==> config.mk <==
export PLATFORM = sky130hd
export DESIGN_NAME = text_console_escape_writer
export DESIGN_NICKNAME = d
export VERILOG_FILES = /design/src/rtl/core/tcew_pkg.sv /design/src/rtl/core/text_console_escape_writer.sv /design/src/rtl/core/tcew_dp.sv /design/src/rtl/core/tcew_ctrl.sv
export SDC_FILE = /design/constraint.sdc
export NUM_CORES = 1
export LEC_CHECK = 0
export ABC_AREA = 1
export BUFFER_PORTS_ARGS = -buffer_cell sky130_fd_sc_hd__clkbuf_2
export CORE_MARGIN = 5
export CORE_UTILIZATION = 50
export DETAILED_ROUTE_END_ITERATION = 8
export PLACE_DENSITY = 0.69
export SLEW_MARGIN = 20
export SYNTH_ARGS = -nofsm -noshare
export SYNTH_HDL_FRONTEND = slang
export SYNTH_SLANG_ARGS = --single-unit
export TNS_END_PERCENT = 10
==> constraint.sdc <==
create_clock -name clk -period 3.7 [get_ports clk]
set_input_delay 0.555 -clock clk [delete_from_list [all_inputs] [get_ports clk]]
set_output_delay 0.555 -clock clk [all_outputs]
set_load 0.05 [all_outputs]
==> src/rtl/core/tcew_pkg.sv <==
`default_nettype none

package tcew_pkg;

    // Field widths fixed by the port definition
    localparam int COL_W    = 7;
    localparam int ROW_W    = 5;
    localparam int ADDR_W   = 11;
    localparam int CHAR_W   = 8;
    localparam int ATTR_W   = 8;
    localparam int PARAM_W  = 8;

    // Largest screen width the column register can hold
    localparam int COL_LIMIT = 1 << COL_W;

    // Default geometry
    localparam int COLUMNS_DEF   = 80;
    localparam int ROWS_DEF      = 25;
    localparam int TAB_WIDTH_DEF = 8;

    // Attribute after reset
    localparam logic [ATTR_W-1:0] ATTR_RESET = 8'h07;

    // Character codes
    localparam logic [CHAR_W-1:0] CH_ESC    = 8'h1B;
    localparam logic [CHAR_W-1:0] CH_LBRACK = 8'h5B;
    localparam logic [CHAR_W-1:0] CH_J      = 8'h4A;
    localparam logic [CHAR_W-1:0] CH_E      = 8'h45;
    localparam logic [CHAR_W-1:0] CH_H      = 8'h48;
    localparam logic [CHAR_W-1:0] CH_SEMI   = 8'h3B;
    localparam logic [CHAR_W-1:0] CH_BS     = 8'h08;
    localparam logic [CHAR_W-1:0] CH_TAB    = 8'h09;
    localparam logic [CHAR_W-1:0] CH_NL     = 8'h0A;
    localparam logic [CHAR_W-1:0] CH_CR     = 8'h0D;
    localparam logic [CHAR_W-1:0] CH_0      = 8'h30;
    localparam logic [CHAR_W-1:0] CH_9      = 8'h39;
    localparam logic [CHAR_W-1:0] CH_SPACE  = 8'h20;

    // Saturation value of a decimal parameter
    localparam logic [PARAM_W-1:0] PARAM_MAX = 8'hFF;

    typedef enum logic [1:0] {
        KIND_CELL   = 2'd0,
        KIND_SCROLL = 2'd1,
        KIND_CLEAR  = 2'd2,
        KIND_ECHO   = 2'd3
    } cmd_kind_t;

    typedef enum logic [1:0] {
        PH_TEXT = 2'd0,
        PH_ESC  = 2'd1,
        PH_P1   = 2'd2,
        PH_P2   = 2'd3
    } esc_phase_t;

    typedef enum logic [3:0] {
        CC_OTHER,
        CC_CR,
        CC_BS,
        CC_TAB,
        CC_NL,
        CC_ESC,
        CC_LBRACK,
        CC_DIGIT,
        CC_SEMI,
        CC_J,
        CC_E,
        CC_H
    } ch_class_t;

    typedef enum logic [2:0] {
        CUR_HOLD,
        CUR_ADV,
        CUR_BACK,
        CUR_NEWLINE,
        CUR_PARAM
    } cur_op_t;

    typedef enum logic [2:0] {
        PAR_HOLD,
        PAR_CLR1,
        PAR_CLR2,
        PAR_DIG1,
        PAR_DIG2
    } par_op_t;

    typedef enum logic [2:0] {
        ST_IDLE,
        ST_DECODE,
        ST_TAB,
        ST_BS_EMIT,
        ST_SCROLL
    } ctrl_state_t;

    // Controller to datapath
    typedef struct packed {
        logic       load_char;
        logic       set_phase;
        esc_phase_t phase_val;
        cur_op_t    cur_op;
        par_op_t    par_op;
        logic       emit;
        cmd_kind_t  emit_kind;
        logic       use_space;
        logic       emit_last;
    } dp_cmd_t;

    // Datapath to controller
    typedef struct packed {
        ch_class_t  ch_class;
        esc_phase_t phase;
        logic       col_zero;
        logic       row_zero;
        logic       row_last;
        logic       wrap_next;
        logic       tab_stop_next;
        logic       out_free;
    } dp_status_t;

    localparam dp_cmd_t CMD_IDLE = '{
        load_char: 1'b0,
        set_phase: 1'b0,
        phase_val: PH_TEXT,
        cur_op:    CUR_HOLD,
        par_op:    PAR_HOLD,
        emit:      1'b0,
        emit_kind: KIND_CELL,
        use_space: 1'b0,
        emit_last: 1'b0
    };

endpackage

`default_nettype wire

==> src/rtl/core/text_console_escape_writer.sv <==
`default_nettype none

// Channel   Handshake               Payload
// -------   ---------------------   ---------------------------------------------
// input     char_valid/char_ready   char_in
// config    cfg_valid/cfg_ready     text_attr
// output    cmd_valid/cmd_ready     cmd_kind, cell_addr, char_code, cell_attr,
//                                   cursor_col, cursor_row, last
//
// A byte is accepted in the idle state and decoded in the decode state, which
// emits its word. A backspace that moves then blanks its cell in a state of its
// own; a tab writes its spaces in the tab state; a tab, wrap or newline that
// scrolls goes on to the scroll state. Words leave one at a time through a
// single output register. Reset clears cursor, parser and parameters and sets
// the attribute to 7. A held output word stalls emission; the next byte is
// still taken while the last word of the previous one waits.

module text_console_escape_writer #(
    parameter int COLUMNS   = tcew_pkg::COLUMNS_DEF,
    parameter int ROWS      = tcew_pkg::ROWS_DEF,
    parameter int TAB_WIDTH = tcew_pkg::TAB_WIDTH_DEF
) (
    input  wire logic                         clk,
    input  wire logic                         rst_n,
    input  wire logic                         char_valid,
    output logic                              char_ready,
    input  wire logic [tcew_pkg::CHAR_W-1:0]  char_in,
    input  wire logic                         cfg_valid,
    output logic                              cfg_ready,
    input  wire logic [tcew_pkg::ATTR_W-1:0]  text_attr,
    output logic                              cmd_valid,
    input  wire logic                         cmd_ready,
    output logic [1:0]                        cmd_kind,
    output logic [tcew_pkg::ADDR_W-1:0]       cell_addr,
    output logic [tcew_pkg::CHAR_W-1:0]       char_code,
    output logic [tcew_pkg::ATTR_W-1:0]       cell_attr,
    output logic [tcew_pkg::COL_W-1:0]        cursor_col,
    output logic [tcew_pkg::ROW_W-1:0]        cursor_row,
    output logic                              last
);

    tcew_pkg::dp_cmd_t    dp_cmd;
    tcew_pkg::dp_status_t dp_st;

    // Attribute writes are always taken
    assign cfg_ready = 1'b1;

    tcew_ctrl u_ctrl (
        .clk        (clk),
        .rst_n      (rst_n),
        .char_valid (char_valid),
        .char_ready (char_ready),
        .st         (dp_st),
        .cmd        (dp_cmd)
    );

    tcew_dp #(
        .COLUMNS   (COLUMNS),
        .ROWS      (ROWS),
        .TAB_WIDTH (TAB_WIDTH)
    ) u_dp (
        .clk        (clk),
        .rst_n      (rst_n),
        .char_in    (char_in),
        .cfg_valid  (cfg_valid),
        .text_attr  (text_attr),
        .cmd        (dp_cmd),
        .st         (dp_st),
        .cmd_ready  (cmd_ready),
        .cmd_valid  (cmd_valid),
        .cmd_kind   (cmd_kind),
        .cell_addr  (cell_addr),
        .char_code  (char_code),
        .cell_attr  (cell_attr),
        .cursor_col (cursor_col),
        .cursor_row (cursor_row),
        .last       (last)
    );

endmodule

`default_nettype wire

==> src/rtl/core/tcew_dp.sv <==
`default_nettype none

module tcew_dp #(
    parameter int COLUMNS   = tcew_pkg::COLUMNS_DEF,
    parameter int ROWS      = tcew_pkg::ROWS_DEF,
    parameter int TAB_WIDTH = tcew_pkg::TAB_WIDTH_DEF
) (
    input  wire logic                          clk,
    input  wire logic                          rst_n,
    input  wire logic [tcew_pkg::CHAR_W-1:0]   char_in,
    input  wire logic                          cfg_valid,
    input  wire logic [tcew_pkg::ATTR_W-1:0]   text_attr,
    input  wire tcew_pkg::dp_cmd_t             cmd,
    output tcew_pkg::dp_status_t               st,
    input  wire logic                          cmd_ready,
    output logic                               cmd_valid,
    output logic [1:0]                         cmd_kind,
    output logic [tcew_pkg::ADDR_W-1:0]        cell_addr,
    output logic [tcew_pkg::CHAR_W-1:0]        char_code,
    output logic [tcew_pkg::ATTR_W-1:0]        cell_attr,
    output logic [tcew_pkg::COL_W-1:0]         cursor_col,
    output logic [tcew_pkg::ROW_W-1:0]         cursor_row,
    output logic                               last
);

    localparam int COL_W     = tcew_pkg::COL_W;
    localparam int ROW_W     = tcew_pkg::ROW_W;
    localparam int ADDR_W    = tcew_pkg::ADDR_W;
    localparam int PARAM_W   = tcew_pkg::PARAM_W;
    localparam int TAB_STOPS = tcew_pkg::COL_LIMIT / TAB_WIDTH;

    // Architectural state
    logic [COL_W-1:0]           col_reg, col_next;
    logic [ROW_W-1:0]           row_reg, row_next;
    tcew_pkg::esc_phase_t       phase_reg, phase_next;
    logic [PARAM_W-1:0]         p1_reg, p1_next;
    logic [PARAM_W-1:0]         p2_reg, p2_next;
    logic [tcew_pkg::ATTR_W-1:0] attr_reg;
    logic [tcew_pkg::CHAR_W-1:0] char_reg;

    // Output word register
    logic                        out_valid_reg, out_valid_next;
    tcew_pkg::cmd_kind_t         out_kind_reg;
    logic [ADDR_W-1:0]           out_addr_reg;
    logic [tcew_pkg::CHAR_W-1:0] out_char_reg;
    logic [tcew_pkg::ATTR_W-1:0] out_attr_reg;
    logic [COL_W-1:0]            out_col_reg;
    logic [ROW_W-1:0]            out_row_reg;
    logic                        out_last_reg;

    logic [COL_W:0]             col_inc;
    logic                       wrap_next;
    logic                       tab_stop;
    logic                       row_last;
    logic [ROW_W-1:0]           row_adv;
    logic [ADDR_W:0]            addr_full;
    logic [ADDR_W-1:0]          cur_addr;
    logic [PARAM_W-1:0]         p1_dig, p2_dig;
    logic [PARAM_W-1:0]         row_clamp, col_clamp;
    tcew_pkg::ch_class_t        ch_class;

    // Classify the held byte
    always_comb
    begin
        case (char_reg) inside
            tcew_pkg::CH_CR:               ch_class = tcew_pkg::CC_CR;
            tcew_pkg::CH_BS:               ch_class = tcew_pkg::CC_BS;
            tcew_pkg::CH_TAB:              ch_class = tcew_pkg::CC_TAB;
            tcew_pkg::CH_NL:               ch_class = tcew_pkg::CC_NL;
            tcew_pkg::CH_ESC:              ch_class = tcew_pkg::CC_ESC;
            tcew_pkg::CH_LBRACK:           ch_class = tcew_pkg::CC_LBRACK;
            [tcew_pkg::CH_0:tcew_pkg::CH_9]: ch_class = tcew_pkg::CC_DIGIT;
            tcew_pkg::CH_SEMI:             ch_class = tcew_pkg::CC_SEMI;
            tcew_pkg::CH_J:                ch_class = tcew_pkg::CC_J;
            tcew_pkg::CH_E:                ch_class = tcew_pkg::CC_E;
            tcew_pkg::CH_H:                ch_class = tcew_pkg::CC_H;
            default:                       ch_class = tcew_pkg::CC_OTHER;
        endcase
    end

    // Cursor neighborhood
    assign col_inc   = {1'b0, col_reg} + (COL_W+1)'(1);
    assign wrap_next = col_inc >= (COL_W+1)'(COLUMNS);
    assign row_last  = row_reg == ROW_W'(ROWS - 1);
    assign row_adv   = row_last ? row_reg : row_reg + ROW_W'(1);

    // Match the next column against every tab stop
    always_comb
    begin
        tab_stop = 1'b0;
        for (int k = 1; k <= TAB_STOPS; k++)
        begin
            if (col_inc == (COL_W+1)'(k * TAB_WIDTH))
            begin
                tab_stop = 1'b1;
            end
        end
    end

    // Cell address of the cursor, kept to the address width
    assign addr_full = (ADDR_W+1)'(row_reg) * (ADDR_W+1)'(COLUMNS) + (ADDR_W+1)'(col_reg);
    assign cur_addr  = addr_full[ADDR_W-1:0];

    // Accumulate a decimal digit, saturating
    function automatic logic [PARAM_W-1:0] add_digit(
        input logic [PARAM_W-1:0] p,
        input logic [3:0]         d
    );
        logic [PARAM_W+3:0] sum;
        sum = (PARAM_W+4)'(p) * (PARAM_W+4)'(10) + (PARAM_W+4)'(d);
        return (sum > (PARAM_W+4)'(tcew_pkg::PARAM_MAX)) ? tcew_pkg::PARAM_MAX
                                                          : sum[PARAM_W-1:0];
    endfunction

    // One-based parameter to zero-based position, held to the screen
    function automatic logic [PARAM_W-1:0] clamp_pos(
        input logic [PARAM_W-1:0] p,
        input logic [PARAM_W-1:0] size
    );
        logic [PARAM_W-1:0] m;
        m = p - PARAM_W'(1);
        if (p == '0)
        begin
            return '0;
        end
        return (m >= size) ? size - PARAM_W'(1) : m;
    endfunction

    assign p1_dig    = add_digit(p1_reg, char_reg[3:0]);
    assign p2_dig    = add_digit(p2_reg, char_reg[3:0]);
    assign row_clamp = clamp_pos(p1_reg, PARAM_W'(ROWS));
    assign col_clamp = clamp_pos(p2_reg, PARAM_W'(COLUMNS));

    // Cursor update
    always_comb
    begin
        col_next = col_reg;
        row_next = row_reg;
        case (cmd.cur_op)
            tcew_pkg::CUR_ADV:
            begin
                if (wrap_next)
                begin
                    col_next = '0;
                    row_next = row_adv;
                end
                else
                begin
                    col_next = col_inc[COL_W-1:0];
                end
            end
            tcew_pkg::CUR_BACK:
            begin
                if (col_reg == '0)
                begin
                    col_next = COL_W'(COLUMNS - 1);
                    row_next = row_reg - ROW_W'(1);
                end
                else
                begin
                    col_next = col_reg - COL_W'(1);
                end
            end
            tcew_pkg::CUR_NEWLINE:
            begin
                col_next = '0;
                row_next = row_adv;
            end
            tcew_pkg::CUR_PARAM:
            begin
                col_next = col_clamp[COL_W-1:0];
                row_next = row_clamp[ROW_W-1:0];
            end
            default:
            begin
                col_next = col_reg;
                row_next = row_reg;
            end
        endcase
    end

    // Escape parameters
    always_comb
    begin
        p1_next = p1_reg;
        p2_next = p2_reg;
        case (cmd.par_op)
            tcew_pkg::PAR_CLR1: p1_next = '0;
            tcew_pkg::PAR_CLR2: p2_next = '0;
            tcew_pkg::PAR_DIG1: p1_next = p1_dig;
            tcew_pkg::PAR_DIG2: p2_next = p2_dig;
            default:
            begin
                p1_next = p1_reg;
                p2_next = p2_reg;
            end
        endcase
    end

    assign phase_next = cmd.set_phase ? cmd.phase_val : phase_reg;

    // Output word: set on emit, drop when taken
    always_comb
    begin
        if (cmd.emit)
        begin
            out_valid_next = 1'b1;
        end
        else if (cmd_ready)
        begin
            out_valid_next = 1'b0;
        end
        else
        begin
            out_valid_next = out_valid_reg;
        end
    end

    // State registers
    always_ff @(posedge clk or negedge rst_n)
    begin
        if (!rst_n)
        begin
            col_reg       <= '0;
            row_reg       <= '0;
            phase_reg     <= tcew_pkg::PH_TEXT;
            p1_reg        <= '0;
            p2_reg        <= '0;
            attr_reg      <= tcew_pkg::ATTR_RESET;
            out_valid_reg <= 1'b0;
        end
        else
        begin
            col_reg       <= col_next;
            row_reg       <= row_next;
            phase_reg     <= phase_next;
            p1_reg        <= p1_next;
            p2_reg        <= p2_next;
            out_valid_reg <= out_valid_next;
            if (cfg_valid)
            begin
                attr_reg <= text_attr;
            end
        end
    end

    // Payload registers
    always_ff @(posedge clk)
    begin
        if (cmd.load_char)
        begin
            char_reg <= char_in;
        end
        if (cmd.emit)
        begin
            out_kind_reg <= cmd.emit_kind;
            out_col_reg  <= col_next;
            out_row_reg  <= row_next;
            out_last_reg <= cmd.emit_last;
            case (cmd.emit_kind)
                tcew_pkg::KIND_CELL:
                begin
                    out_addr_reg <= cur_addr;
                    out_char_reg <= cmd.use_space ? tcew_pkg::CH_SPACE : char_reg;
                    out_attr_reg <= attr_reg;
                end
                tcew_pkg::KIND_CLEAR:
                begin
                    out_addr_reg <= cur_addr;
                    out_char_reg <= '0;
                    out_attr_reg <= '0;
                end
                default:
                begin
                    out_addr_reg <= '0;
                    out_char_reg <= '0;
                    out_attr_reg <= '0;
                end
            endcase
        end
    end

    // Status to the controller
    assign st.ch_class      = ch_class;
    assign st.phase         = phase_reg;
    assign st.col_zero      = col_reg == '0;
    assign st.row_zero      = row_reg == '0;
    assign st.row_last      = row_last;
    assign st.wrap_next     = wrap_next;
    assign st.tab_stop_next = tab_stop;
    assign st.out_free      = !out_valid_reg || cmd_ready;

    assign cmd_valid  = out_valid_reg;
    assign cmd_kind   = out_kind_reg;
    assign cell_addr  = out_addr_reg;
    assign char_code  = out_char_reg;
    assign cell_attr  = out_attr_reg;
    assign cursor_col = out_col_reg;
    assign cursor_row = out_row_reg;
    assign last       = out_last_reg;

endmodule

`default_nettype wire

==> src/rtl/core/tcew_ctrl.sv <==
`default_nettype none

module tcew_ctrl (
    input  wire logic                  clk,
    input  wire logic                  rst_n,
    input  wire logic                  char_valid,
    output logic                       char_ready,
    input  wire tcew_pkg::dp_status_t  st,
    output tcew_pkg::dp_cmd_t          cmd
);

    tcew_pkg::ctrl_state_t state_reg, state_next;
    logic                  put;
    logic                  need_out;
    logic                  scroll;
    logic                  done;

    always_ff @(posedge clk or negedge rst_n)
    begin
        if (!rst_n)
        begin
            state_reg <= tcew_pkg::ST_IDLE;
        end
        else
        begin
            state_reg <= state_next;
        end
    end

    always_comb
    begin
        cmd        = tcew_pkg::CMD_IDLE;
        state_next = state_reg;
        char_ready = 1'b0;
        put        = 1'b0;
        need_out   = 1'b0;
        scroll     = st.wrap_next && st.row_last;
        done       = st.tab_stop_next || st.wrap_next;

        case (state_reg)
            tcew_pkg::ST_IDLE:
            begin
                // Take the next byte
                char_ready = 1'b1;
                if (char_valid)
                begin
                    cmd.load_char = 1'b1;
                    state_next    = tcew_pkg::ST_DECODE;
                end
            end

            tcew_pkg::ST_DECODE:
            begin
                state_next = tcew_pkg::ST_IDLE;
                // Advance the escape parser
                case (st.phase)
                    tcew_pkg::PH_TEXT:
                    begin
                        if (st.ch_class == tcew_pkg::CC_ESC)
                        begin
                            cmd.set_phase = 1'b1;
                            cmd.phase_val = tcew_pkg::PH_ESC;
                        end
                        else
                        begin
                            put = 1'b1;
                        end
                    end
                    tcew_pkg::PH_ESC:
                    begin
                        cmd.set_phase = 1'b1;
                        if (st.ch_class == tcew_pkg::CC_LBRACK)
                        begin
                            cmd.phase_val = tcew_pkg::PH_P1;
                            cmd.par_op    = tcew_pkg::PAR_CLR1;
                        end
                        else
                        begin
                            cmd.phase_val = tcew_pkg::PH_TEXT;
                            put           = 1'b1;
                        end
                    end
                    tcew_pkg::PH_P1:
                    begin
                        if (st.ch_class == tcew_pkg::CC_DIGIT)
                        begin
                            cmd.par_op = tcew_pkg::PAR_DIG1;
                        end
                        else if (st.ch_class == tcew_pkg::CC_SEMI)
                        begin
                            cmd.set_phase = 1'b1;
                            cmd.phase_val = tcew_pkg::PH_P2;
                            cmd.par_op    = tcew_pkg::PAR_CLR2;
                        end
                        else
                        begin
                            cmd.set_phase = 1'b1;
                            cmd.phase_val = tcew_pkg::PH_TEXT;
                            if (st.ch_class == tcew_pkg::CC_J)
                            begin
                                need_out      = 1'b1;
                                cmd.emit      = 1'b1;
                                cmd.emit_kind = tcew_pkg::KIND_CLEAR;
                                cmd.emit_last = 1'b1;
                            end
                            else if (st.ch_class == tcew_pkg::CC_E)
                            begin
                                need_out      = 1'b1;
                                cmd.emit      = 1'b1;
                                cmd.emit_kind = tcew_pkg::KIND_ECHO;
                                cmd.emit_last = 1'b1;
                            end
                            else
                            begin
                                put = 1'b1;
                            end
                        end
                    end
                    default:
                    begin
                        if (st.ch_class == tcew_pkg::CC_DIGIT)
                        begin
                            cmd.par_op = tcew_pkg::PAR_DIG2;
                        end
                        else
                        begin
                            cmd.set_phase = 1'b1;
                            cmd.phase_val = tcew_pkg::PH_TEXT;
                            if (st.ch_class == tcew_pkg::CC_H)
                            begin
                                cmd.cur_op = tcew_pkg::CUR_PARAM;
                            end
                            else
                            begin
                                put = 1'b1;
                            end
                        end
                    end
                endcase

                // Display the byte
                if (put)
                begin
                    case (st.ch_class)
                        tcew_pkg::CC_CR:
                        begin
                            state_next = tcew_pkg::ST_IDLE;
                        end
                        tcew_pkg::CC_BS:
                        begin
                            if (!(st.col_zero && st.row_zero))
                            begin
                                cmd.cur_op = tcew_pkg::CUR_BACK;
                                state_next = tcew_pkg::ST_BS_EMIT;
                            end
                        end
                        tcew_pkg::CC_TAB:
                        begin
                            state_next = tcew_pkg::ST_TAB;
                        end
                        tcew_pkg::CC_NL:
                        begin
                            cmd.cur_op = tcew_pkg::CUR_NEWLINE;
                            if (st.row_last)
                            begin
                                state_next = tcew_pkg::ST_SCROLL;
                            end
                        end
                        default:
                        begin
                            need_out      = 1'b1;
                            cmd.emit      = 1'b1;
                            cmd.emit_kind = tcew_pkg::KIND_CELL;
                            cmd.cur_op    = tcew_pkg::CUR_ADV;
                            cmd.emit_last = !scroll;
                            if (scroll)
                            begin
                                state_next = tcew_pkg::ST_SCROLL;
                            end
                        end
                    endcase
                end

                // Hold everything while the output word is still waiting
                if (need_out && !st.out_free)
                begin
                    cmd        = tcew_pkg::CMD_IDLE;
                    state_next = tcew_pkg::ST_DECODE;
                end
            end

            tcew_pkg::ST_TAB:
            begin
                // Write one space per cycle, while the output word is free, up to the next stop or the line end
                if (st.out_free)
                begin
                    cmd.emit      = 1'b1;
                    cmd.emit_kind = tcew_pkg::KIND_CELL;
                    cmd.use_space = 1'b1;
                    cmd.cur_op    = tcew_pkg::CUR_ADV;
                    cmd.emit_last = done && !scroll;
                    if (done)
                    begin
                        state_next = scroll ? tcew_pkg::ST_SCROLL : tcew_pkg::ST_IDLE;
                    end
                end
            end

            tcew_pkg::ST_BS_EMIT:
            begin
                // Blank the cell the cursor moved back to
                if (st.out_free)
                begin
                    cmd.emit      = 1'b1;
                    cmd.emit_kind = tcew_pkg::KIND_CELL;
                    cmd.use_space = 1'b1;
                    cmd.emit_last = 1'b1;
                    state_next    = tcew_pkg::ST_IDLE;
                end
            end

            tcew_pkg::ST_SCROLL:
            begin
                if (st.out_free)
                begin
                    cmd.emit      = 1'b1;
                    cmd.emit_kind = tcew_pkg::KIND_SCROLL;
                    cmd.emit_last = 1'b1;
                    state_next    = tcew_pkg::ST_IDLE;
                end
            end

            default:
            begin
                state_next = tcew_pkg::ST_IDLE;
            end
        endcase
    end

endmodule

`default_nettype wire
==> summary.md, run 1 <==
| Metric | Value |
|---|---|
| GRT Overall Usage | `19.19%` |
| Setup crit start kind | `flip-flop` |
| Top Ports | `66` |
| Final Wtd Congestion | `0.9094` |
| Num Clock Sinks | `92` |
| Outcome | `complete, no violations` |
| Final Instance Count excl. Fillers | `1026` |
| Worst r2r path cells | `14` |
| Clock transition at path regs | `0.07 ns` |
| Worst-Skew Late Latency | `0.36 ns` |
| DP Wirelength | `10.42 mm` |
| Multi-input logic area | `3306 sq um` |
| Crit path DAT | `3.11 ns` |
| Setup bufs post-CTS | `0` |
| Leak | `3.639 nW` |
| Chip Height | `122.8 microns` |
| Final hold vios | `0` |
| Worst Clk Skew | `0.007514 ns` |
| WL final | `13.66 mm` |
| Post-synthesis sequential area ratio | `40.17%` |
| Die extent in x | `122.8 microns` |
| Top-count cell post-synth | `nand2_1` |
| Synth Net Count | `862` |
| Top cells by count, synth | `nand2_1 (182), inv_1 (106), nor2_1 (99)` |
| DRT iter0 DRCs | `258` |
| Post-Syn Area | `6364 sq um` |
| Number of port buffers | `64` |
| Layout Utilization | `56.78%` |
| Via count | `5240` |
| Post-synth EDFFs | `50` |
| Tcrit/Tclk final | `82.56%` |
| First-pass GRT wire length | `23.09 mm` |
| Reg area | `2556 sq um` |
| Dpl cell area | `6849 sq um` |
| Avg Cell Area, Syn | `8.107 sq um` |
| VDD IR max | `0.0004558 V` |
| Yosys top cell area share | `23.59%` |
| DRC Markers | `0` |
| Share of post-route cells with drive strength above 1 | `13.23%` |
| Req. time, crit path | `3.75 ns` |
| Vias in the first global route | `5069` |
| Layout net count | `926` |
| Drt wl/cell | `13.32 microns` |
| CTS H-tree depth | `3` |
| Area growth syn-to-layout | `12.15%` |
| Post-synth top area cell | `edfxtp_1` |
| Number of fill cells | `1138` |
| Ys async rst share | `45.65%` |
| Top FF cell, synth | `edfxtp_1` |
| Final antenna-violating net count | `0` |
| Core Box Area | `12570 sq um` |
| CTS Buf Count | `9` |
| DRT Pass-1 Iters | `5` |
| Initial antenna violation count | `0` |
| Syn. warnings | `0` |
| Pwr/cell area | `755.6 nW/um^2` |
| Diode count | `0` |
| Post-synthesis register bit count | `92` |
| CTS tree | `built` |
| Worst-path maximum fanout | `35` |
| Worst reg2reg startpoint | `u_dp.char_reg[2]` |
| Internal reg-to-reg setup slack | `0.65 ns` |
| Max-cap viol count | `0` |
| Post-CTS Resized | `0` |
| Hold Path Class | `in2async` |
| Worst R2R End | `u_dp.cell_addr[8]` |
| Standard-cell row count | `41` |
| Drt via density | `5.107` |
| Hold Buf Count CTS | `0` |
| RSZ-0062 raised after global routing | `no` |
| Clock root cell | `clkbuf_16` |
| Setup violators final | `0` |
| Total grt overflow | `0` |
| Die area | `15080 sq um` |
| Max Freq | `327.4 MHz` |
| Crit path time final | `3.055 ns` |
| CP Capture Type | `flip-flop` |
| Setup TNS Final | `0 ns` |
| Starting Density | `50.63%` |
| Most area-consuming cells after synthesis | `edfxtp_1 (24%), dfrtp_1 (15%), nand2_1 (11%)` |
| Max Transition Viols Final | `0` |
| Design area | `7137 sq um` |
| Placed cell count | `1010` |
| CTS Buffer Depth | `2` |
| Post-synthesis cell count | `785` |
| Actual slew at the worst max-slew pin | `0.7066 ns` |
| Largest net degree at the start of global routing | `43` |
| Worst slew margin relative to its limit | `52.89%` |
| Max reg flops | `11` |
| Cell variety after synth | `50` |
| Crit path kind | `reg2reg` |
==> worst max-delay path by stage <==
stage	start	endpoint	slack, ns
after floorplan	u_dp.cmd_valid	u_dp.cell_addr[0]	0.48
after global placement	u_dp.char_reg[2]	u_dp.char_code[5]	0.86
after detailed placement	u_dp.char_reg[2]	u_dp.cursor_row[4]	0.71
after CTS	u_dp.char_reg[2]	u_dp.cell_addr[7]	0.69
after global routing	u_dp.char_reg[2]	u_dp.cell_addr[7]	0.43
final	u_dp.char_reg[2]	u_dp.cell_addr[8]	0.65
==> layer usage <==
metal	up-vias	part of all wire, %	GRT usage (%)
li1	2689	-	-
met1	2404	47	25.00
met2	124	46	31.70
met3	23	4.8	3.318
met4	0	2.1	7.768
met5	-	0	0
==> cell families after synthesis <==
| logic type | count (synthesis) | synth area share (%) |
|---|---|---|
| simple gates | 388 | 27.07 |
| xor+xnor | 43 | 5.918 |
| fa+ha+maj | 56 | 11.72 |
| compound gates | 79 | 7.177 |
| flops | 92 | 40.17 |
| buf+inv | 126 | 7.884 |
| other cells | 1 | 0.05893 |
==> cell type report <==
class / count / area share [%]
multi-input cells: 567 / 46.32
clock inverters: 6 / 0.8240
well taps: 172 / 3.015
clock buffers: 10 / 3.208
inverters: 113 / 5.943
flip-flops and latches: 92 / 35.82
repair buffers: 66 / 4.874
==> metrics by stage <==
| stage | total power [mW] | setup slack, ns | hold slack [ns] |
|---|---|---|---|
| 4_1_cts | 5.442 | 0.6915 | 0.2832 |
| 2_1_floorplan | 3.948 | 0.4828 | 0.2594 |
| 3_5_place_dp | 4.537 | 0.7079 | 0.4831 |
| 6_report | 5.393 | 0.6455 | 0.2647 |
| 3_3_place_gp | 4.497 | 0.8551 | 0.4777 |
| 5_1_grt | 5.760 | 0.4257 | 0.3237 |
==> critical path, cell delays in order, from the launching register on <==
cell and delay [ns]:
edfxtp_1 0.55, inv_2 0.14, nand2_2 0.09, nor3_1 0.25, nand2_1 0.10, nor2_1 0.19, nor2_1 0.08, nand3_1 0.13
nand2_2 0.09, nand2_4 0.09, nand2_1 0.12, nor2_1 0.15, inv_1 0.07, nand3b_1 0.40, buf_12 0.27
==> power by group <==
| part | internal [mW] | leakage (nW) | switching (mW) |
|---|---|---|---|
| Combinational | 0.681 | 2.48 | 2.03 |
| Clock | 0.468 | 0.136 | 0.415 |
| Sequential | 1.56 | 1.02 | 0.238 |
==> layout by cell type, fill, tap and decap left out, types with 29 or more instances in the layout <==
cell,instances
clkbuf_2,64
dfrtp_1,39
edfxtp_1,50
ha_1,50
inv_1,106
nand2_1,182
nand3_1,49
nor2_1,99
o21ai_0,47
xor2_1,29
No activity file was read; power rests on OpenSTA's default activity.
==> run 2: changes to the inputs <==
--- a/config.mk
+++ b/config.mk
@@ -5,7 +5,7 @@
 export SDC_FILE = /design/constraint.sdc
 export NUM_CORES = 1
 export LEC_CHECK = 0
-export ABC_AREA = 1
+export ABC_AREA = 0
 export BUFFER_PORTS_ARGS = -buffer_cell sky130_fd_sc_hd__clkbuf_2
 export CORE_MARGIN = 5
 export CORE_UTILIZATION = 50
==> constraint.sdc (replaced) <==
create_clock -name clk -period 3.2 [get_ports clk]
set_input_delay 0.48 -clock clk [delete_from_list [all_inputs] [get_ports clk]]
set_output_delay 0.48 -clock clk [all_outputs]
set_load 0.05 [all_outputs]
==> run 2 against run 1 <==
Sequential power is 3% higher. Critical path depth decreased by 3. Clock skew up 0.0035 ns. Die area rose by 2.2%. Global-route usage rose by 3.3 points. Fmax down 3.8%. Core utilization rose by 6.4 points. Clock-buffer cell count is 1 lower. Critical endpoint is now u_dp.cursor_col[0].
==> summary.md, run 2 <==
| Metric | Value |
|---|---|
| Most area-consuming cells after synthesis | `edfxtp_1 (23%), dfrtp_1 (15%), ha_1 (9.6%)` |
| Post-synth top area cell | `edfxtp_1` |
| Max Transition Viols Final | `0 (unchanged)` |
| Req. time, crit path | `3.27 ns (-0.48 ns)` |
| Standard-cell row count | `41 (unchanged)` |
| Top FF cell, synth | `edfxtp_1` |
| Setup crit start kind | `flip-flop` |
| Setup TNS Final | `0 ns (unchanged)` |
| CTS tree | `built` |
| Post-synthesis register bit count | `92 (unchanged)` |
| Top cells by count, synth | `nor2_1 (52), edfxtp_1 (50), ha_1 (50)` |
| Worst-Skew Late Latency | `0.36 ns (about the same)` |
| Worst-path maximum fanout | `7 (-80%)` |
| Leak | `3.526 nW (-3.1%)` |
| Post-Syn Area | `6519 sq um (+2.4%)` |
| Crit path DAT | `3.25 ns (+0.14 ns)` |
| WL final | `16.99 mm (+24%)` |
| Hold WS | `0.1257 ns (-0.1390 ns)` |
| Crit path time final | `3.175 ns (+0.1205 ns)` |
| Num Clock Sinks | `92 (unchanged)` |
| Post-synth EDFFs | `50 (unchanged)` |
| Starting Density | `51.24% (+0.61 points)` |
| Number of port buffers | `64 (unchanged)` |
| Die area | `15420 sq um (+2.2%)` |
| Final Wtd Congestion | `0.9158 (+0.70%)` |
| Highest-count cells in the layout ignoring fill and taps | `buf_4 (85), clkbuf_2 (65), nor2_1 (52), ha_1 (50), edfxtp_1 (50)` |
| GRT Overall Usage | `22.44% (+3.3 points)` |
| Actual slew at the worst max-slew pin | `0.7230 ns (+0.01640 ns)` |
| DRT iter0 DRCs | `399 (+55%)` |
| Setup violators final | `0 (unchanged)` |
| Commonest non-fill, non-tap cell in the layout | `buf_4` |
| Layout net count | `876 (-5.4%)` |
| Syn. warnings | `0 (unchanged)` |
| Ys async rst share | `45.65% (unchanged)` |
| Max-cap viol count | `0 (unchanged)` |
| Via count | `5633 (+7.5%)` |
| Synth Net Count | `739 (-14%)` |
| Post-synthesis cell count | `662 (-16%)` |
| Pwr/cell area | `698.0 nW/um^2 (-7.6%)` |
| Diode count | `0 (unchanged)` |
| CTS Buf Count | `9 (unchanged)` |
| DRT Pass-1 Iters | `5 (unchanged)` |
| Share of post-route cells with drive strength above 1 | `28.23% (+15 points)` |
| Area growth syn-to-layout | `23.24%` |
| Largest net degree at the start of global routing | `43 (unchanged)` |
| Worst Clk Skew | `0.01097 ns (+0.003454 ns)` |
| CP Capture Type | `flip-flop` |
| First-pass GRT wire length | `27.09 mm (+17%)` |
| Final antenna-violating net count | `0 (unchanged)` |
| Hold Path Class | `in2async` |
| Hold Buf Count CTS | `0 (unchanged)` |
| Top-count cell post-synth | `nor2_1` |
| Avg Cell Area, Syn | `9.847 sq um (+21%)` |
| Cell variety after synth | `89 (+78%)` |
| CTS H-tree depth | `3 (unchanged)` |
| Max Freq | `315.0 MHz (-3.8%)` |
| Total grt overflow | `0 (unchanged)` |
| Top Ports | `66 (unchanged)` |
| Die extent in x | `124.2 microns (+1.1%)` |
| VDD IR max | `0.0003984 V (-13%)` |
| Worst slew margin relative to its limit | `51.43% (-1.5 points)` |
| DP Wirelength | `12.91 mm (+24%)` |
| Final hold vios | `0 (unchanged)` |
| Crit path kind | `reg2reg` |
| Drt via density | `5.772 (+13%)` |
| Max reg flops | `11 (unchanged)` |
| Vias in the first global route | `5566 (+9.8%)` |
| Tcrit/Tclk final | `99.22% (+17 points)` |
| Yosys top cell area share | `23.03% (-0.56 points)` |
| Core Box Area | `12720 sq um (+1.2%)` |
| Clock transition at path regs | `0.07 ns (about the same)` |
| Post-synthesis sequential area ratio | `39.21% (-0.96 points)` |
| DRC Markers | `0 (unchanged)` |
| Chip Height | `124.2 microns (+1.1%)` |
| Clock root cell | `clkbuf_16` |
| CTS Buffer Depth | `2 (unchanged)` |
| Initial antenna violation count | `0 (unchanged)` |
| Drt wl/cell | `17.41 microns (+31%)` |
| Outcome | `complete, no violations` |
run 2: power by group:
part	internal (mW)	leakage, nW	switching (mW)
combinational	0.835	2.35	1.87
sequential	1.70	1.03	0.161
clock	0.546	0.145	0.502
run 2: kinds of logic (layout without fill, tap and decap cells):
kind of cell / count (synthesis) / count (layout) / share of synthesized area [%]
fa+ha+maj: 56 / 56 / 11.44
compound gates: 163 / 164 / 17.56
flops: 92 / 92 / 39.21
mux: 15 / 15 / 2.649
other cells: 1 / 1 / 0.05753
simple gates: 248 / 248 / 20.96
xor+xnor: 33 / 33 / 4.434
buf+inv: 54 / 195 / 3.685
run 2: layout make-up:
cell class,count,area [sq um]
Clock buffer,9,225.2
Clock inverter,7,67.56
Fill cell,1081,4688
Inverter,27,101.3
Multi-Input combinational cell,517,3865
Sequential cell,92,2556
Tap cell,172,215.2
Timing Repair Buffer,152,1003
run 2: worst max-delay path, cell delays in order (launching register included):
cell       delay, ns
edfxtp_1        0.50
clkbuf_2        0.19
nand4bb_1       0.16
a21o_1          0.23
o211ai_2        0.18
or4_1           0.57
nand3_1         0.10
a21oi_1         0.07
o31a_1          0.32
buf_4           0.19
nor3_1          0.18
o21ai_0         0.19
run 2: per-stage QoR:
step                      setup slack (ns)  cell area (sq um)  utilization, %  cells  power (mW)
after detailed placement           0.06919               7462           58.65    939       4.460
after global routing              -0.02823               8034           63.15    976       5.902
after global placement              0.1106               7462           58.65    939       4.428
after floorplan                    0.08835               6530               -    662       3.671
after CTS                        0.0009284               7755           60.96    955       5.511
final                              0.02492               8034           63.15    976       5.608
run 2: path summary, 6_finish.rpt:
| path | depth (start not counted) | slack, ns | end | start |
|---|---|---|---|---|
| setup reg to reg | 11 | 0.02 | u_dp.cursor_col[0] | u_dp.char_reg[5] |
| max in group asynchronous | 1 | 2.66 | u_dp.p2_reg[3] | rst_n |
| setup / recovery | 11 | 0.02 | u_dp.cursor_col[0] | u_dp.char_reg[5] |
| hold reg to reg | 1 | 0.51 | u_dp.attr_reg[7] | u_dp.attr_reg[7] |
| min in group clk | 1 | 0.30 | u_dp.char_reg[6] | char_in[6] |
| hold / removal | 1 | 0.13 | u_dp.p1_reg[7] | rst_n |
run 2: repair_timing:
| item | CTS | global route |
|---|---|---|
| resized for setup | 0 | 27 |
| setup buffers | 0 | 20 |
| setup endpoints to repair | 0 | 73 |
run 2: per-layer routing:
layer  track usage (%)  share of wire (%)  vias up
met5                 0                  0        -
met4             8.350                2.0        0
met3             3.134                3.5       22
met2             39.46                 51      144
met1             28.02                 43     2737
li1                  -                  -     2730
==> run 3: changes to the inputs <==
--- a/config.mk
+++ b/config.mk
@@ -9,9 +9,9 @@
 export BUFFER_PORTS_ARGS = -buffer_cell sky130_fd_sc_hd__clkbuf_2
 export CORE_MARGIN = 5
 export CORE_UTILIZATION = 50
+export CTS_CLUSTER_DIAMETER = 150
 export DETAILED_ROUTE_END_ITERATION = 8
 export PLACE_DENSITY = 0.69
-export SLEW_MARGIN = 20
 export SYNTH_ARGS = -nofsm -noshare
 export SYNTH_HDL_FRONTEND = slang
 export SYNTH_SLANG_ARGS = --single-unit
==> constraint.sdc (replaced) <==
create_clock -name clk -period 3.2 [get_ports clk]
set_input_delay 0.64 -clock clk [delete_from_list [all_inputs] [get_ports clk]]
set_output_delay 0.64 -clock clk [all_outputs]
set_load 0.05 [all_outputs]
==> run 3 against run 2 <==
Hold slack improved by 0.33 ns. Sequential cell count did not move. Largest cell class unchanged. Die area unchanged. Fmax up 1.8%. Largest power group unchanged. Non-clock buffer count is 11 lower. Register-to-register slack better by 0.06 ns. Critical endpoint is now u_dp.cursor_row[0]. Setup slack improved by 0.056 ns. Cell count fell by 1.1%. Critical path type unchanged. Final area down 1.5%.
==> summary.md, run 3 (same netlist as run 2, synthesis figures left out) <==
| Metric | Value |
|---|---|
| Starting Density | `51.24% (unchanged)` |
| Final hold vios | `0 (unchanged)` |
| Initial antenna violation count | `0 (unchanged)` |
| Crit path kind | `reg2reg` |
| CP Capture Type | `flip-flop` |
| Req. time, crit path | `3.28 ns (about the same)` |
| Die area | `15420 sq um (unchanged)` |
| Highest-count cells in the layout ignoring fill and taps | `buf_4 (73), clkbuf_2 (65), nor2_1 (51), ha_1 (50), edfxtp_1 (50)` |
| Crit path time final | `3.119 ns (-0.05614 ns)` |
| Hold Buf Count CTS | `0 (unchanged)` |
| CTS tree | `built` |
| Chip Height | `124.2 microns (unchanged)` |
| Placed cell count | `938 (-0.11%)` |
| Die extent in x | `124.2 microns (unchanged)` |
| Drt via density | `5.862 (+1.6%)` |
| CTS Buf Count | `9 (unchanged)` |
| CTS H-tree depth | `3 (unchanged)` |
| Core Box Area | `12720 sq um (unchanged)` |
| Clock transition at path regs | `0.08 ns (about the same)` |
| Number of port buffers | `64 (unchanged)` |
| Commonest non-fill, non-tap cell in the layout | `buf_4` |
| Max Freq | `320.6 MHz (+1.8%)` |
| Worst Clk Skew | `0.01321 ns (+0.002240 ns)` |
| WL final | `16.49 mm (-2.9%)` |
| Via count | `5657 (+0.43%)` |
| Total grt overflow | `0 (unchanged)` |
| Setup crit start kind | `flip-flop` |
| Actual slew at the worst max-slew pin | `1.167 ns (+0.4445 ns)` |
| First-pass GRT wire length | `26.52 mm (-2.1%)` |
| Standard-cell row count | `41 (unchanged)` |
| RSZ-0062 raised after global routing | `yes` |
| Top Ports | `66 (unchanged)` |
| VDD IR max | `0.0003535 V (-11%)` |
| Diode count | `0 (unchanged)` |
| Final Instance Count excl. Fillers | `965 (-1.1%)` |
| DRT iter0 DRCs | `403 (+1.0%)` |
| Outcome | `complete, no violations` |
| DRC Markers | `0 (unchanged)` |
| Max reg flops | `11 (unchanged)` |
| Share of post-route cells with drive strength above 1 | `26.23% (-2.0 points)` |
| Worst-Skew Late Latency | `0.36 ns (about the same)` |
| Layout net count | `865 (-1.3%)` |
| Final antenna-violating net count | `0 (unchanged)` |
| Pwr/cell area | `703.4 nW/um^2 (+0.77%)` |
| Num Clock Sinks | `92 (unchanged)` |
| Worst slew margin relative to its limit | `22.17% (-29 points)` |
| Tcrit/Tclk final | `97.47% (-1.8 points)` |
| Largest net degree at the start of global routing | `43 (unchanged)` |
| DRT Pass-1 Iters | `5 (unchanged)` |
| Area growth syn-to-layout | `21.44%` |
| Hold Path Class | `in2reg` |
| Max Transition Viols Final | `0 (unchanged)` |
| Worst-path maximum fanout | `7 (unchanged)` |
| GRT Overall Usage | `21.97% (-0.47 points)` |
| Crit path DAT | `3.20 ns (-0.05 ns)` |
| Clock root cell | `clkbuf_16` |
| Setup violators final | `0 (unchanged)` |
| Max-cap viol count | `0 (unchanged)` |
| Final Wtd Congestion | `0.9039 (-1.3%)` |
| CTS Buffer Depth | `2 (unchanged)` |
| Layout Utilization | `62.22% (-0.92 points)` |
| DP Wirelength | `12.84 mm (-0.57%)` |
| Vias in the first global route | `5508 (-1.0%)` |
| Leak | `3.453 nW (-2.1%)` |
| Drt wl/cell | `17.09 microns (-1.8%)` |
[run 3: final timing paths]
check	endpoint	start	slack [ns]	cells past startpoint
setup / recovery	u_dp.cursor_row[0]	u_dp.char_reg[0]	0.08	10
hold / removal	u_dp.char_reg[2]	char_in[2]	0.46	1
setup reg to reg	u_dp.cursor_row[0]	u_dp.char_reg[0]	0.08	10
hold reg to reg	u_dp.attr_reg[4]	u_dp.attr_reg[4]	0.51	1
max in group asynchronous	u_dp.p2_reg[5]	rst_n	1.97	1
min in group asynchronous	u_dp.p1_reg[6]	rst_n	0.52	1
[run 3: critical path: stages (launching register included)]
cell,delay (ns)
edfxtp_1,0.49
buf_4,0.21
and4b_1,0.21
a21oi_2,0.18
nand2b_1,0.22
nand2_1,0.07
o311a_1,0.35
a21o_1,0.22
o31a_1,0.35
a2111oi_0,0.40
o22ai_1,0.15
[run 3: timing repair]
| item | in CTS | in global routing |
|---|---|---|
| endpoints found under the setup margin | 0 | 63 |
| buffers inserted | 0 | 10 |
| resized for setup | 0 | 16 |
[run 3: area by class of cell]
type / count / area, sq um
Tap cell: 172 / 215.2
Inverter: 27 / 101.3
Sequential cell: 92 / 2556
Fill cell: 1086 / 4806
Timing Repair Buffer: 141 / 918.4
Clock inverter: 7 / 80.08
Multi-Input combinational cell: 517 / 3820
Clock buffer: 9 / 225.2
[run 3: power breakdown]
part           internal (mW)  switching (mW)
combinational          0.795            1.84
clock                  0.555           0.521
sequential              1.70           0.161
total                   3.05            2.52
[run 3: metrics by stage]
stage | cell area [sq um] | hold slack, ns | setup slack (ns) | power, mW | TNS, ns
5_1_grt | 7916 | 0.4444 | -0.01820 | 5.856 | -0.3371
3_5_place_dp | 7455 | 0.4906 | 0.1071 | 4.458 | 0
2_1_floorplan | 6530 | 0.3444 | 0.08835 | 3.671 | 0
6_report | 7916 | 0.4572 | 0.08106 | 5.568 | 0
3_3_place_gp | 7455 | 0.4825 | 0.1396 | 4.429 | 0
4_1_cts | 7760 | 0.4488 | 0.06592 | 5.539 | 0
[run 3: routing by layer]
metal / GRT usage, % / up-vias / routed length, microns
met5: 0 / - / 0
met4: 8.008 / 0 / 382
met3: 3.996 / 32 / 855
met2: 38.18 / 165 / 8337
met1: 27.29 / 2730 / 6915
li1: - / 2730 / -
